[src/rtl/cr_pkg.sv]
// ----------------------------------------------------------------------------
// cr_pkg
// Shared types and constants for the midpoint circle rasterizer.
// ----------------------------------------------------------------------------
package cr_pkg;

    // field widths
    localparam int COORD_W    = 8;
    localparam int RADIUS_W   = 7;
    localparam int OFFSET_W   = 8;   // signed step offsets, y may reach -1
    localparam int DECISION_W = 12;
    localparam int SUM_W      = 10;

    // defaults for top level parameters
    localparam int RADIUS_MAX_DEF  = 80;
    localparam int QUEUE_DEPTH_DEF = 2;

    // results per circle never exceed this count
    localparam int MAX_RESULTS = 60;
    localparam int COUNT_W     = $clog2(MAX_RESULTS);

    // decision variable constants
    localparam logic signed [DECISION_W-1:0] DEC_INIT    = 12'sd3;
    localparam logic signed [DECISION_W-1:0] DEC_ADD_DN  = 12'sd10;
    localparam logic signed [DECISION_W-1:0] DEC_ADD_HLD = 12'sd6;

    // classified circle command handed from front to back
    typedef struct packed {
        logic [COORD_W-1:0]                center_x;
        logic [COORD_W-1:0]                center_y;
        logic [RADIUS_W-1:0]               radius;
        logic signed [DECISION_W-1:0]      decision;
    } cmd_t;

    // engine states
    typedef enum logic {
        ST_IDLE,
        ST_RUN
    } eng_state_t;

endpackage

[src/rtl/cr_front.sv]
// ----------------------------------------------------------------------------
// cr_front
// Accepts circle commands, saturates the radius and precomputes the initial
// decision value, holding the result in one register stage.
// ----------------------------------------------------------------------------
module cr_front #(
    parameter int RADIUS_MAX = cr_pkg::RADIUS_MAX_DEF
) (
    input  logic                          aclk,
    input  logic                          aresetn,
    input  logic                          s_valid,
    output logic                          s_ready,
    input  logic [cr_pkg::COORD_W-1:0]    s_center_x,
    input  logic [cr_pkg::COORD_W-1:0]    s_center_y,
    input  logic [cr_pkg::RADIUS_W-1:0]   s_radius,
    output logic                          cmd_valid,
    input  logic                          cmd_ready,
    output cr_pkg::cmd_t                  cmd
);
    import cr_pkg::*;

    logic                  valid_reg;
    logic                  valid_next;
    cmd_t                  cmd_reg;
    cmd_t                  cmd_next;
    logic [RADIUS_W-1:0]   radius_sat;
    logic                  take;

    // stage is free when empty or draining this cycle
    assign s_ready = !valid_reg || cmd_ready;
    assign take    = s_valid && s_ready;

    // radius clamp and initial decision 3 - 2r
    always_comb begin
        radius_sat = (s_radius > RADIUS_W'(RADIUS_MAX)) ? RADIUS_W'(RADIUS_MAX) : s_radius;
        cmd_next.center_x = s_center_x;
        cmd_next.center_y = s_center_y;
        cmd_next.radius   = radius_sat;
        cmd_next.decision = DEC_INIT
                          - signed'({{(DECISION_W-RADIUS_W-1){1'b0}}, radius_sat, 1'b0});
    end

    always_comb begin
        valid_next = valid_reg;
        if (take) begin
            valid_next = 1'b1;
        end else if (cmd_ready) begin
            valid_next = 1'b0;
        end
    end

    // control register
    always_ff @(posedge aclk) begin
        if (!aresetn) begin
            valid_reg <= 1'b0;
        end else begin
            valid_reg <= valid_next;
        end
    end

    // payload register
    always_ff @(posedge aclk) begin
        if (take) begin
            cmd_reg <= cmd_next;
        end
    end

    assign cmd_valid = valid_reg;
    assign cmd       = cmd_reg;

`ifndef NO_ASSERTIONS
    // a held command stays put until the queue takes it
    a_hold: assert property (@(posedge aclk) disable iff (!aresetn)
        valid_reg && !cmd_ready |=> valid_reg && $stable(cmd_reg))
        else $error("front command changed while stalled");

    // stored radius never exceeds the bound
    a_sat: assert property (@(posedge aclk) disable iff (!aresetn)
        valid_reg |-> cmd_reg.radius <= RADIUS_W'(RADIUS_MAX))
        else $error("front radius above bound");

    // a new beat always lands in the stage
    a_take: assert property (@(posedge aclk) disable iff (!aresetn)
        take |=> valid_reg)
        else $error("front dropped an accepted beat");
`endif

endmodule

[src/rtl/cr_queue.sv]
// ----------------------------------------------------------------------------
// cr_queue
// Small command queue between front and back so each side stalls on its own.
// ----------------------------------------------------------------------------
module cr_queue #(
    parameter int DEPTH = cr_pkg::QUEUE_DEPTH_DEF
) (
    input  logic           aclk,
    input  logic           aresetn,
    input  logic           in_valid,
    output logic           in_ready,
    input  cr_pkg::cmd_t   in_cmd,
    output logic           out_valid,
    input  logic           out_ready,
    output cr_pkg::cmd_t   out_cmd
);
    import cr_pkg::*;

    localparam int PTR_W = (DEPTH > 1) ? $clog2(DEPTH) : 1;
    localparam int CNT_W = $clog2(DEPTH + 1);

    cmd_t               mem_reg [DEPTH];
    logic [PTR_W-1:0]   wr_ptr_reg;
    logic [PTR_W-1:0]   wr_ptr_next;
    logic [PTR_W-1:0]   rd_ptr_reg;
    logic [PTR_W-1:0]   rd_ptr_next;
    logic [CNT_W-1:0]   count_reg;
    logic [CNT_W-1:0]   count_next;
    logic               push;
    logic               pop;

    assign in_ready  = (count_reg != CNT_W'(DEPTH));
    assign out_valid = (count_reg != '0);
    assign push      = in_valid && in_ready;
    assign pop       = out_valid && out_ready;
    assign out_cmd   = mem_reg[rd_ptr_reg];

    // pointer and fill count update
    always_comb begin
        wr_ptr_next = wr_ptr_reg;
        rd_ptr_next = rd_ptr_reg;
        count_next  = count_reg;
        if (push) begin
            wr_ptr_next = (wr_ptr_reg == PTR_W'(DEPTH - 1)) ? '0 : wr_ptr_reg + 1'b1;
        end
        if (pop) begin
            rd_ptr_next = (rd_ptr_reg == PTR_W'(DEPTH - 1)) ? '0 : rd_ptr_reg + 1'b1;
        end
        if (push && !pop) begin
            count_next = count_reg + 1'b1;
        end else if (pop && !push) begin
            count_next = count_reg - 1'b1;
        end
    end

    always_ff @(posedge aclk) begin
        if (!aresetn) begin
            wr_ptr_reg <= '0;
            rd_ptr_reg <= '0;
            count_reg  <= '0;
        end else begin
            wr_ptr_reg <= wr_ptr_next;
            rd_ptr_reg <= rd_ptr_next;
            count_reg  <= count_next;
        end
    end

    // entry storage
    always_ff @(posedge aclk) begin
        if (push) begin
            mem_reg[wr_ptr_reg] <= in_cmd;
        end
    end

`ifndef NO_ASSERTIONS
    // fill count stays within depth
    a_count: assert property (@(posedge aclk) disable iff (!aresetn)
        count_reg <= CNT_W'(DEPTH))
        else $error("queue overfilled");

    // pointers agree with the fill count when empty or full
    a_ptr: assert property (@(posedge aclk) disable iff (!aresetn)
        (count_reg == '0 || count_reg == CNT_W'(DEPTH)) |-> wr_ptr_reg == rd_ptr_reg)
        else $error("queue pointers out of step");

    // a lone push makes the queue non empty next cycle
    a_push: assert property (@(posedge aclk) disable iff (!aresetn)
        push && !pop |=> out_valid)
        else $error("queue lost a push");
`endif

endmodule

[src/rtl/cr_engine.sv]
// ----------------------------------------------------------------------------
// cr_engine
// Back end: walks the midpoint decision iteration one octant step per cycle
// while m_ready does not stall it, and drives the registered result channel.
// ----------------------------------------------------------------------------
module cr_engine (
    input  logic                              aclk,
    input  logic                              aresetn,
    input  logic                              cmd_valid,
    output logic                              cmd_ready,
    input  cr_pkg::cmd_t                      cmd,
    output logic                              m_valid,
    input  logic                              m_ready,
    output logic signed [cr_pkg::SUM_W-1:0]   m_cx_plus_x,
    output logic signed [cr_pkg::SUM_W-1:0]   m_cx_minus_x,
    output logic signed [cr_pkg::SUM_W-1:0]   m_cx_plus_y,
    output logic signed [cr_pkg::SUM_W-1:0]   m_cx_minus_y,
    output logic signed [cr_pkg::SUM_W-1:0]   m_cy_plus_x,
    output logic signed [cr_pkg::SUM_W-1:0]   m_cy_minus_x,
    output logic signed [cr_pkg::SUM_W-1:0]   m_cy_plus_y,
    output logic signed [cr_pkg::SUM_W-1:0]   m_cy_minus_y,
    output logic                              m_last_step
);
    import cr_pkg::*;

    eng_state_t                     state_reg;
    eng_state_t                     state_next;
    logic signed [OFFSET_W-1:0]     x_reg;
    logic signed [OFFSET_W-1:0]     x_next;
    logic signed [OFFSET_W-1:0]     y_reg;
    logic signed [OFFSET_W-1:0]     y_next;
    logic signed [DECISION_W-1:0]   d_reg;
    logic signed [DECISION_W-1:0]   d_next;
    logic [COORD_W-1:0]             cx_reg;
    logic [COORD_W-1:0]             cy_reg;
    logic [COUNT_W-1:0]             cnt_reg;
    logic [COUNT_W-1:0]             cnt_next;
    logic                           load;
    logic                           emit;
    logic                           last;
    logic                           out_free;
    logic signed [DECISION_W-1:0]   xe;
    logic signed [DECISION_W-1:0]   ye;
    logic signed [OFFSET_W-1:0]     x_inc;
    logic signed [OFFSET_W-1:0]     y_dec;
    logic signed [SUM_W-1:0]        cx10;
    logic signed [SUM_W-1:0]        cy10;
    logic signed [SUM_W-1:0]        x10;
    logic signed [SUM_W-1:0]        y10;

    // output beat register
    logic                           m_valid_reg;
    logic                           m_valid_next;
    logic signed [SUM_W-1:0]        cxpx_reg;
    logic signed [SUM_W-1:0]        cxmx_reg;
    logic signed [SUM_W-1:0]        cxpy_reg;
    logic signed [SUM_W-1:0]        cxmy_reg;
    logic signed [SUM_W-1:0]        cypx_reg;
    logic signed [SUM_W-1:0]        cymx_reg;
    logic signed [SUM_W-1:0]        cypy_reg;
    logic signed [SUM_W-1:0]        cymy_reg;
    logic                           last_reg;

    assign out_free = !m_valid_reg || m_ready;
    // loop ends when y drops below x or the result cap is hit
    assign last     = (y_reg < x_reg) || (cnt_reg == COUNT_W'(MAX_RESULTS - 1));

    // next state
    always_comb begin
        state_next = state_reg;
        case (state_reg)
            ST_IDLE: begin
                if (cmd_valid) begin
                    state_next = ST_RUN;
                end
            end
            ST_RUN: begin
                if (out_free && last) begin
                    state_next = ST_IDLE;
                end
            end
            default: state_next = ST_IDLE;
        endcase
    end

    // state outputs
    always_comb begin
        cmd_ready = 1'b0;
        emit      = 1'b0;
        case (state_reg)
            ST_IDLE: cmd_ready = 1'b1;
            ST_RUN:  emit      = out_free;
            default: begin
                cmd_ready = 1'b0;
                emit      = 1'b0;
            end
        endcase
    end

    assign load = cmd_ready && cmd_valid;

    // one midpoint step
    always_comb begin
        x_inc = x_reg + OFFSET_W'(1);
        y_dec = y_reg - OFFSET_W'(1);
        xe    = DECISION_W'(x_inc);
        ye    = DECISION_W'(y_dec);
        x_next   = x_reg;
        y_next   = y_reg;
        d_next   = d_reg;
        cnt_next = cnt_reg;
        if (load) begin
            x_next   = '0;
            y_next   = signed'({1'b0, cmd.radius});
            d_next   = cmd.decision;
            cnt_next = '0;
        end else if (emit) begin
            x_next   = x_inc;
            cnt_next = last ? cnt_reg : cnt_reg + 1'b1;
            if (d_reg > 0) begin
                y_next = y_dec;
                d_next = d_reg + ((xe - ye) <<< 2) + DEC_ADD_DN;
            end else begin
                d_next = d_reg + (xe <<< 2) + DEC_ADD_HLD;
            end
        end
    end

    always_ff @(posedge aclk) begin
        if (!aresetn) begin
            state_reg <= ST_IDLE;
            cnt_reg   <= '0;
        end else begin
            state_reg <= state_next;
            cnt_reg   <= cnt_next;
        end
    end

    // iteration payload
    always_ff @(posedge aclk) begin
        x_reg <= x_next;
        y_reg <= y_next;
        d_reg <= d_next;
        if (load) begin
            cx_reg <= cmd.center_x;
            cy_reg <= cmd.center_y;
        end
    end

    // symmetric sums for the current offsets
    assign cx10 = signed'({{(SUM_W-COORD_W){1'b0}}, cx_reg});
    assign cy10 = signed'({{(SUM_W-COORD_W){1'b0}}, cy_reg});
    assign x10  = SUM_W'(x_reg);
    assign y10  = SUM_W'(y_reg);

    always_comb begin
        m_valid_next = m_valid_reg;
        if (emit) begin
            m_valid_next = 1'b1;
        end else if (m_ready) begin
            m_valid_next = 1'b0;
        end
    end

    always_ff @(posedge aclk) begin
        if (!aresetn) begin
            m_valid_reg <= 1'b0;
        end else begin
            m_valid_reg <= m_valid_next;
        end
    end

    always_ff @(posedge aclk) begin
        if (emit) begin
            cxpx_reg <= cx10 + x10;
            cxmx_reg <= cx10 - x10;
            cxpy_reg <= cx10 + y10;
            cxmy_reg <= cx10 - y10;
            cypx_reg <= cy10 + x10;
            cymx_reg <= cy10 - x10;
            cypy_reg <= cy10 + y10;
            cymy_reg <= cy10 - y10;
            last_reg <= last;
        end
    end

    assign m_valid      = m_valid_reg;
    assign m_cx_plus_x  = cxpx_reg;
    assign m_cx_minus_x = cxmx_reg;
    assign m_cx_plus_y  = cxpy_reg;
    assign m_cx_minus_y = cxmy_reg;
    assign m_cy_plus_x  = cypx_reg;
    assign m_cy_minus_x = cymx_reg;
    assign m_cy_plus_y  = cypy_reg;
    assign m_cy_minus_y = cymy_reg;
    assign m_last_step  = last_reg;

`ifndef NO_ASSERTIONS
    // step count stays under the result cap
    a_cnt: assert property (@(posedge aclk) disable iff (!aresetn)
        cnt_reg < COUNT_W'(MAX_RESULTS))
        else $error("engine step count over cap");

    // a loaded command starts a walk
    a_load: assert property (@(posedge aclk) disable iff (!aresetn)
        load |=> state_reg == ST_RUN && cnt_reg == '0 && x_reg == '0)
        else $error("engine did not start walk");

    // the final step returns the engine to idle
    a_end: assert property (@(posedge aclk) disable iff (!aresetn)
        emit && last |=> state_reg == ST_IDLE && m_valid && m_last_step)
        else $error("engine missed end of circle");

    // x only grows during a walk
    a_mono: assert property (@(posedge aclk) disable iff (!aresetn)
        emit && !last |=> x_reg == $past(x_reg) + OFFSET_W'(1))
        else $error("engine x offset did not advance");
`endif

endmodule

[src/rtl/circle_rasterizer.sv]
// ----------------------------------------------------------------------------
// circle_rasterizer
// Midpoint circle generator: one command in, one beat per octant step out.
// ----------------------------------------------------------------------------
// Usage
//   Input channel s_*: one beat carries a circle command (center_x, center_y,
//   radius). A radius above RADIUS_MAX is clamped to it.
//   Result channel m_*: one beat per octant step, starting at offsets (0, r),
//   with the center plus/minus x and y sums for the eight symmetric pixels.
//   m_last_step marks the final beat of a circle; a circle has at most 60.
//   The first result beat of a command is registered after it has passed
//   the front stage, the queue and the engine load. The back end emits
//   one beat per cycle while m_ready does not stall it, and returns to
//   idle to load each command from the queue between circles.
//   The front stage and a QUEUE_DEPTH command queue keep taking commands
//   while the back end walks a circle.
//   A stall on m_ready holds the current beat and freezes the walk; the
//   front keeps accepting until the queue fills.
//   Reset (aresetn low, synchronous) empties the queue and returns the
//   engine to idle with no beat pending.
// ----------------------------------------------------------------------------
module circle_rasterizer #(
    parameter int RADIUS_MAX  = cr_pkg::RADIUS_MAX_DEF,
    parameter int QUEUE_DEPTH = cr_pkg::QUEUE_DEPTH_DEF
) (
    input  logic                              aclk,
    input  logic                              aresetn,
    input  logic                              s_valid,
    output logic                              s_ready,
    input  logic [cr_pkg::COORD_W-1:0]        s_center_x,
    input  logic [cr_pkg::COORD_W-1:0]        s_center_y,
    input  logic [cr_pkg::RADIUS_W-1:0]       s_radius,
    output logic                              m_valid,
    input  logic                              m_ready,
    output logic signed [cr_pkg::SUM_W-1:0]   m_cx_plus_x,
    output logic signed [cr_pkg::SUM_W-1:0]   m_cx_minus_x,
    output logic signed [cr_pkg::SUM_W-1:0]   m_cx_plus_y,
    output logic signed [cr_pkg::SUM_W-1:0]   m_cx_minus_y,
    output logic signed [cr_pkg::SUM_W-1:0]   m_cy_plus_x,
    output logic signed [cr_pkg::SUM_W-1:0]   m_cy_minus_x,
    output logic signed [cr_pkg::SUM_W-1:0]   m_cy_plus_y,
    output logic signed [cr_pkg::SUM_W-1:0]   m_cy_minus_y,
    output logic                              m_last_step
);
    import cr_pkg::*;

    logic   f_valid;
    logic   f_ready;
    cmd_t   f_cmd;
    logic   q_valid;
    logic   q_ready;
    cmd_t   q_cmd;

    // accept and classify
    cr_front #(
        .RADIUS_MAX (RADIUS_MAX)
    ) u_front (
        .aclk       (aclk),
        .aresetn    (aresetn),
        .s_valid    (s_valid),
        .s_ready    (s_ready),
        .s_center_x (s_center_x),
        .s_center_y (s_center_y),
        .s_radius   (s_radius),
        .cmd_valid  (f_valid),
        .cmd_ready  (f_ready),
        .cmd        (f_cmd)
    );

    // decoupling queue
    cr_queue #(
        .DEPTH (QUEUE_DEPTH)
    ) u_queue (
        .aclk      (aclk),
        .aresetn   (aresetn),
        .in_valid  (f_valid),
        .in_ready  (f_ready),
        .in_cmd    (f_cmd),
        .out_valid (q_valid),
        .out_ready (q_ready),
        .out_cmd   (q_cmd)
    );

    // step engine
    cr_engine u_engine (
        .aclk         (aclk),
        .aresetn      (aresetn),
        .cmd_valid    (q_valid),
        .cmd_ready    (q_ready),
        .cmd          (q_cmd),
        .m_valid      (m_valid),
        .m_ready      (m_ready),
        .m_cx_plus_x  (m_cx_plus_x),
        .m_cx_minus_x (m_cx_minus_x),
        .m_cx_plus_y  (m_cx_plus_y),
        .m_cx_minus_y (m_cx_minus_y),
        .m_cy_plus_x  (m_cy_plus_x),
        .m_cy_minus_x (m_cy_minus_x),
        .m_cy_plus_y  (m_cy_plus_y),
        .m_cy_minus_y (m_cy_minus_y),
        .m_last_step  (m_last_step)
    );

endmodule
[config.mk]
export PLATFORM = sky130hd
export DESIGN_NAME = circle_rasterizer
export DESIGN_NICKNAME = d
export VERILOG_FILES = /design/src/rtl/cr_pkg.sv /design/src/rtl/cr_front.sv /design/src/rtl/cr_queue.sv /design/src/rtl/cr_engine.sv /design/src/rtl/circle_rasterizer.sv
export SDC_FILE = /design/constraint.sdc
export NUM_CORES = 1
export LEC_CHECK = 0
export BUFFER_PORTS_ARGS = -buffer_cell sky130_fd_sc_hd__buf_2
export CAP_MARGIN = 20
export CORE_MARGIN = 4
export CORE_UTILIZATION = 34
export CTS_BUF_LIST = sky130_fd_sc_hd__clkbuf_2 sky130_fd_sc_hd__clkbuf_4 sky130_fd_sc_hd__clkbuf_8
export CTS_CLUSTER_DIAMETER = 50
export CTS_CLUSTER_SIZE = 40
export DETAILED_ROUTE_END_ITERATION = 12
export MAX_ROUTING_LAYER = met4
export SLEW_MARGIN = 20
export SYNTH_ARGS = -nofsm -noshare
export SYNTH_HDL_FRONTEND = slang
export SYNTH_HIERARCHICAL = 1
export SYNTH_SLANG_ARGS = --single-unit
export TNS_END_PERCENT = 30
[constraint.sdc]
create_clock -name aclk -period 12.35 [get_ports aclk]
set_input_delay 0.6175 -clock aclk [delete_from_list [all_inputs] [get_ports aclk]]
set_output_delay 0.6175 -clock aclk [all_outputs]
set_load 0.02 [all_outputs]
======== Yosys cells after proc, flatten, opt, wreduce, memory -nomap -nowiden ========
Memory sizes are Yosys's and may differ from the RTL's. A register that Yosys moved wholly into a read port is not among the register bits.
Index checks and enable logic that the tools add are counted.
operators by class
  add/sub/neg operators ................... 21
  magnitude comparators ................... 3
  equal/unequal tests ..................... 2
  mux-type cells .......................... 24
  bitwise gates (word level) .............. 3
  reduce and logical (&&, ||, !) cells .... 23
operator list
  cell                                                                               number
  9-bit by 8-bit adder with 10-bit output                                            4
  9-bit by 8-bit subtractor with 10-bit output                                       4
  12-bit two-way mux                                                                 3
  7-bit two-way mux                                                                  4
  1-bit two-way mux                                                                  14
  12-bit by 10-bit adder with 12-bit output                                          1
  12-bit by 11-bit adder with 12-bit output                                          1
  12-bit by 4-bit adder with 12-bit output (second input constant)                   1
  12-bit by 5-bit adder with 12-bit output (second input constant)                   1
  12-bit by 1-bit greater-than comparator with 1-bit output (second input constant)  1
  2-bit nonzero test                                                                 6
  2-bit by 8-bit subtractor with 9-bit output (first input constant)                 1
  8-bit by 8-bit subtractor with 9-bit output                                        1
  8-bit by 2-bit adder with 8-bit output (second input constant)                     1
  8-bit less-than comparator                                                         1
  8-bit by 2-bit subtractor with 8-bit output (second input constant)                1
  7-bit greater-than comparator (second input constant)                              1
  6-bit by 1-bit adder with 6-bit output (second input constant)                     1
  6-bit equality test (second input constant)                                        1
  1-bit logical AND                                                                  6
  2-bit AND reduction                                                                3
  1-bit logical NOT                                                                  4
  2-bit two-way mux                                                                  2
  1-bit logical OR                                                                   3
  7 further kinds                                                                    10
word-level totals
  bits in registers ....................... 173
  RAM bits ................................ 70
  input port bits ......................... 27
  logic and storage cells ................. 103
  memories ................................ 1
memory list
  memory           depth  width  read ports  clocked after Yosys merged registers in  wr ports  line            RTL
  u_queue.mem_reg  2      35     1           1                                        1         cr_queue.sv:22  cmd_t mem_reg [DEPTH];

======== Logic depth before layout (Yosys ltp) ========
  depth in word-level cells ............... 7
  gate-level depth with buffers ........... 20

======== Hierarchy ========
The synthesis kept the hierarchy.
by module, submodules not included
  module     times used  cells an instance  area each (um2)  seq. area each (um2)
  cr_engine  1           815                8664.6           3703.6
  cr_queue   1           133                2766.4           2202.1
  cr_front   1           67                 1132.3           920.9

======== Worst setup path before layout ========
Ideal clock, no wire load.
  path type ............................... flip-flop to flip-flop
  from .................................... register u_engine.y_reg[1]
  to ...................................... register u_engine.d_reg[11] (data pin)
  setup time .............................. 0.174 ns
  data arrival time ....................... 3.948 ns
  data required time ...................... 12.176 ns
  setup slack ............................. 8.228 ns
  cell stages (with the launch flop) ...... 19
  path buffers ............................ 0
  path through ............................ edfxtp_1 > inv_1 > ha_1 > xnor2_1 > ha_1 > a21o_1 > maj3_2 > maj3_2 > o21ai_2 > nand2_1 > and2_1 > nor2_1 > ha_1 > ha_1 > o21ai_0 > a21oi_1 > a31oi_1 > xor2_1 > a311oi_1
on the way
  cells in the longest elaborated chain, start to end .. 7
RTL lines
  what                                         line              RTL
  from (decl)                                  cr_engine.sv:30   logic signed [OFFSET_W-1:0] y_reg;
  from (signal assigned)                       cr_engine.sv:142  y_reg <= y_next;
  8-bit by 2-bit subtractor with 8-bit output  cr_engine.sv:105  y_dec = y_reg - OFFSET_W'(1);
  8-bit by 8-bit subtractor with 9-bit output  cr_engine.sv:122  d_next = d_reg + ((xe - ye) <<< 2) + DEC_ADD_DN;
  12-bit by 11-bit adder with 12-bit output    cr_engine.sv:122
  12-bit by 5-bit adder with 12-bit output     cr_engine.sv:122
  12-bit two-way mux                           cr_engine.sv:120  if (d_reg > 0) begin
  12-bit two-way mux                           cr_engine.sv:117  end else if (emit) begin
  12-bit two-way mux                           cr_engine.sv:112  if (load) begin
  net u_engine.d_next[11]                      cr_engine.sv:33   logic signed [DECISION_W-1:0] d_next;
  to (signal assigned)                         cr_engine.sv:143  d_reg <= d_next;
  to (decl)                                    cr_engine.sv:32   logic signed [DECISION_W-1:0] d_reg;
The timed path passes the listed nets, and every way through them passes these cells. The select of a mux whose other input is x is not followed.
A chain may end at the register's enable or synchronous reset.

======== Worst setup path after layout ========
Same ends and word-level chain as after synthesis.

==> impl_results.md <==
* M1 WL at 13,200 µm
* Setup_tns at 0 ns
* Final Hold Fails at 0
* CTS tree: yes
* Grt total ovfl at 0
* Drt pass-1 iters at 4
* Cell depth of the worst hold path at 1
* Flop2flop setup slack at 7.77 ns
* Worst VDD drop at 0.144 mV
* Hold Path Class: in -> reg
* Initial core utilization at 34.4%
* Wire length on met2 at 11,000 µm
* CTS clk-pin slew, worst paths at 0.11 ns
* Nets at 1,298
* LEAKAGE at 0.00558 µW
* Layout cells sized above 1 at 19.1%
* Die footprint at 0.0401 mm²
* Status: finished clean
* Worst EP required at 12.75 ns
* Clk sink count at 235
* Sequential fraction of the synthesis area at 54.3%
* Htree depth at 1
* Final Max Tran Viols at 0
* Power per Cell Area at 299 mW/mm²
* Max Used Layer: met4
* RSZ-0062 raised after global routing: no
* Warnings from Yosys at 6
* Final core utilization at 39.0%
* Worst-margin pin slew at 1.03 ns
* Num rows at 70
* Min-delay src: s_center_y[0]
* Min-Delay Endpoint: u_front/cmd[19]
* EDFF count, synth at 212
* Total of max-cap violations at 0
* Number of buffers added on ports at 109
* Chip height at 200 µm
* DRC violations left at 0
* DR WL/cell at 15.9 µm
* Antenna-violating nets left at 0
* CP endpoint kind: register
* Crit path time final at 4.58 ns
* CTS resizes at 0
* Yosys cell types at 60
* Clock buffer depth at 3
* Tcrit/Tclk final at 37.1%
* Final Skew at 0.0410 ns
* Met3 wire len at 1080 µm
* FF-to-FF Start: u_engine/y_reg[1]
* Gpl congestion at 0.870
* Most frequent cells in the layout: edfxtp_1 (212), ha_1 (125), buf_2 (109)
* First-pass GRT wire length at 41,100 µm
* Mean Syn Cell Area at 12.4 µm²
* Area grow syn2layout at 13.4%
* Antenna violations before repair at 0
* Initial DRC Count at 333
* Largest net degree at the start of global routing at 79
* Reg2Reg Depth at 18
* Core outline area at 0.0365 mm²
* CTS buffer count at 25
* Total GRT Usage at 12.8%
* DR vias at 7,552
* I/O pins at 110
* Setup violations, final at 0
* CP Launch Type: register
* Post-synth ARST share at 0%
* Max FFs per register at 70
* DRT Wirelength at 25,700 µm
* Vias per cell at 4.66
* Vias in the first global route at 7,711
* Diode count at 0
* Clk_lat worst skew at 0.58 ns
* Max Fclk at 0.218 GHz
* Post-Synthesis Net Count at 1,178
* Crit Path Category: reg -> reg
* Die outline width at 200 µm
* Hold Buf Count CTS at 0
* Mapped Cells at 1,015
* Top_reg_cell synth: edfxtp_1
* Hpwl dp at 19,300 µm
* Max-Slew Margin vs Limit at 31.2%
* CTS root buf: clkbuf_8
* Worst EP arrival at 4.97 ns
* Commonest non-fill, non-tap cell in the layout: edfxtp_1
* Crit-path max FO at 8
* FF+latch count, synth at 235
* Postcts setup bufs at 0
* Post-Syn Area at 0.0126 mm²
* Worst r2r dst: u_engine/d_reg[11]
cell type report:
class	count	area [µm²]
Inverter	91	345
Fill cell	3466	22300
Clock inverter	20	302
Clock buffer	26	352
Tap cell	468	586
Sequential cell	235	6830
Multi-Input combinational cell	667	5250
Timing Repair Buffer	115	591
how the worst max path moves through the flow:
stage / startpoint / end / slack (ns) / depth (start not counted)
floorplan: u_engine/y_reg[1] / u_engine/d_reg[11] / 8.23 / 18
global placement: u_engine/y_reg[1] / u_engine/d_reg[11] / 7.80 / 18
detailed placement: u_engine/y_reg[1] / u_engine/d_reg[11] / 7.76 / 18
CTS: u_engine/y_reg[1] / u_engine/d_reg[11] / 7.76 / 18
global route: u_engine/y_reg[1] / u_engine/d_reg[11] / 7.37 / 18
finish: u_engine/y_reg[1] / u_engine/d_reg[11] / 7.77 / 18
routing by layer:
layer / up-vias / global-route usage (%)
met5: - / -
met3: 26 / 1.93
met4: 0 / 2.51
met1: 3583 / 18.5
met2: 137 / 19.3
li1: 3806 / -
cell families after synthesis:
group	after synthesis	share of synthesized area [%]
other cells	1	0.0298
flops	235	54.3
xor+xnor	105	7.65
fa+ha+maj	140	14.5
simple gates	204	7.81
mux	38	3.38
buf+inv	113	3.89
compound gates	179	8.37
metrics by stage:
stage / hold WS [ns] / worst slack, ns / cell area, µm² / cells / total power (µW)
6_report: 0.205 / 7.77 / 14200 / 1622 / 4250
5_1_grt: 0.145 / 7.37 / 14200 / 1622 / 4620
4_1_cts: 0.160 / 7.76 / 14200 / 1622 / 4290
3_5_place_dp: 0.432 / 7.76 / 13600 / 1576 / 3650
3_3_place_gp: 0.424 / 7.80 / 13600 / 1576 / 3640
2_1_floorplan: 0.421 / 8.23 / 12600 / 1015 / 3090
critical path: stages, from the launching register on:
cell and delay, ns:
edfxtp_1 0.63, inv_1 0.27, ha_1 0.29, xnor2_1 0.23, ha_1 0.31, a21o_1 0.17
maj3_2 0.32, maj3_2 0.30, o21ai_2 0.10, nand2_1 0.09, and2_1 0.17, nor2_1 0.11
ha_1 0.23, ha_1 0.33, o21ai_0 0.09, a21oi_1 0.24, a31oi_1 0.13, xor2_1 0.15
a311oi_1 0.26
where the power goes:
group / internal (µW) / total, µW / switching (µW) / leakage [µW]
logic: 922 / 2240 / 1310 / 0.00310
clock network: 288 / 621 / 333 / 0.000318
registers: 1240 / 1400 / 159 / 0.00216
cell usage after synthesis (all sizes together), types with 8 or more instances:
cell | number | area [µm²]
mux2 | 35 | 394
a21oi | 73 | 365
nor2b | 13 | 81.3
inv | 91 | 344
nor2 | 77 | 289
nand3 | 11 | 60.1
xor2 | 27 | 236
fa | 11 | 220
a21boi | 8 | 60.1
edfxtp | 212 | 6370
and2 | 8 | 50.1
o21ai | 52 | 264
nand2b | 18 | 120
ha | 125 | 1560
a21o | 8 | 60.1
nor3 | 8 | 51.3
o21bai | 21 | 158
nand2 | 47 | 179
buf | 16 | 121
dfxtp | 23 | 460
xnor2 | 78 | 724
Note: power is estimated with default switching activity, not from simulation.
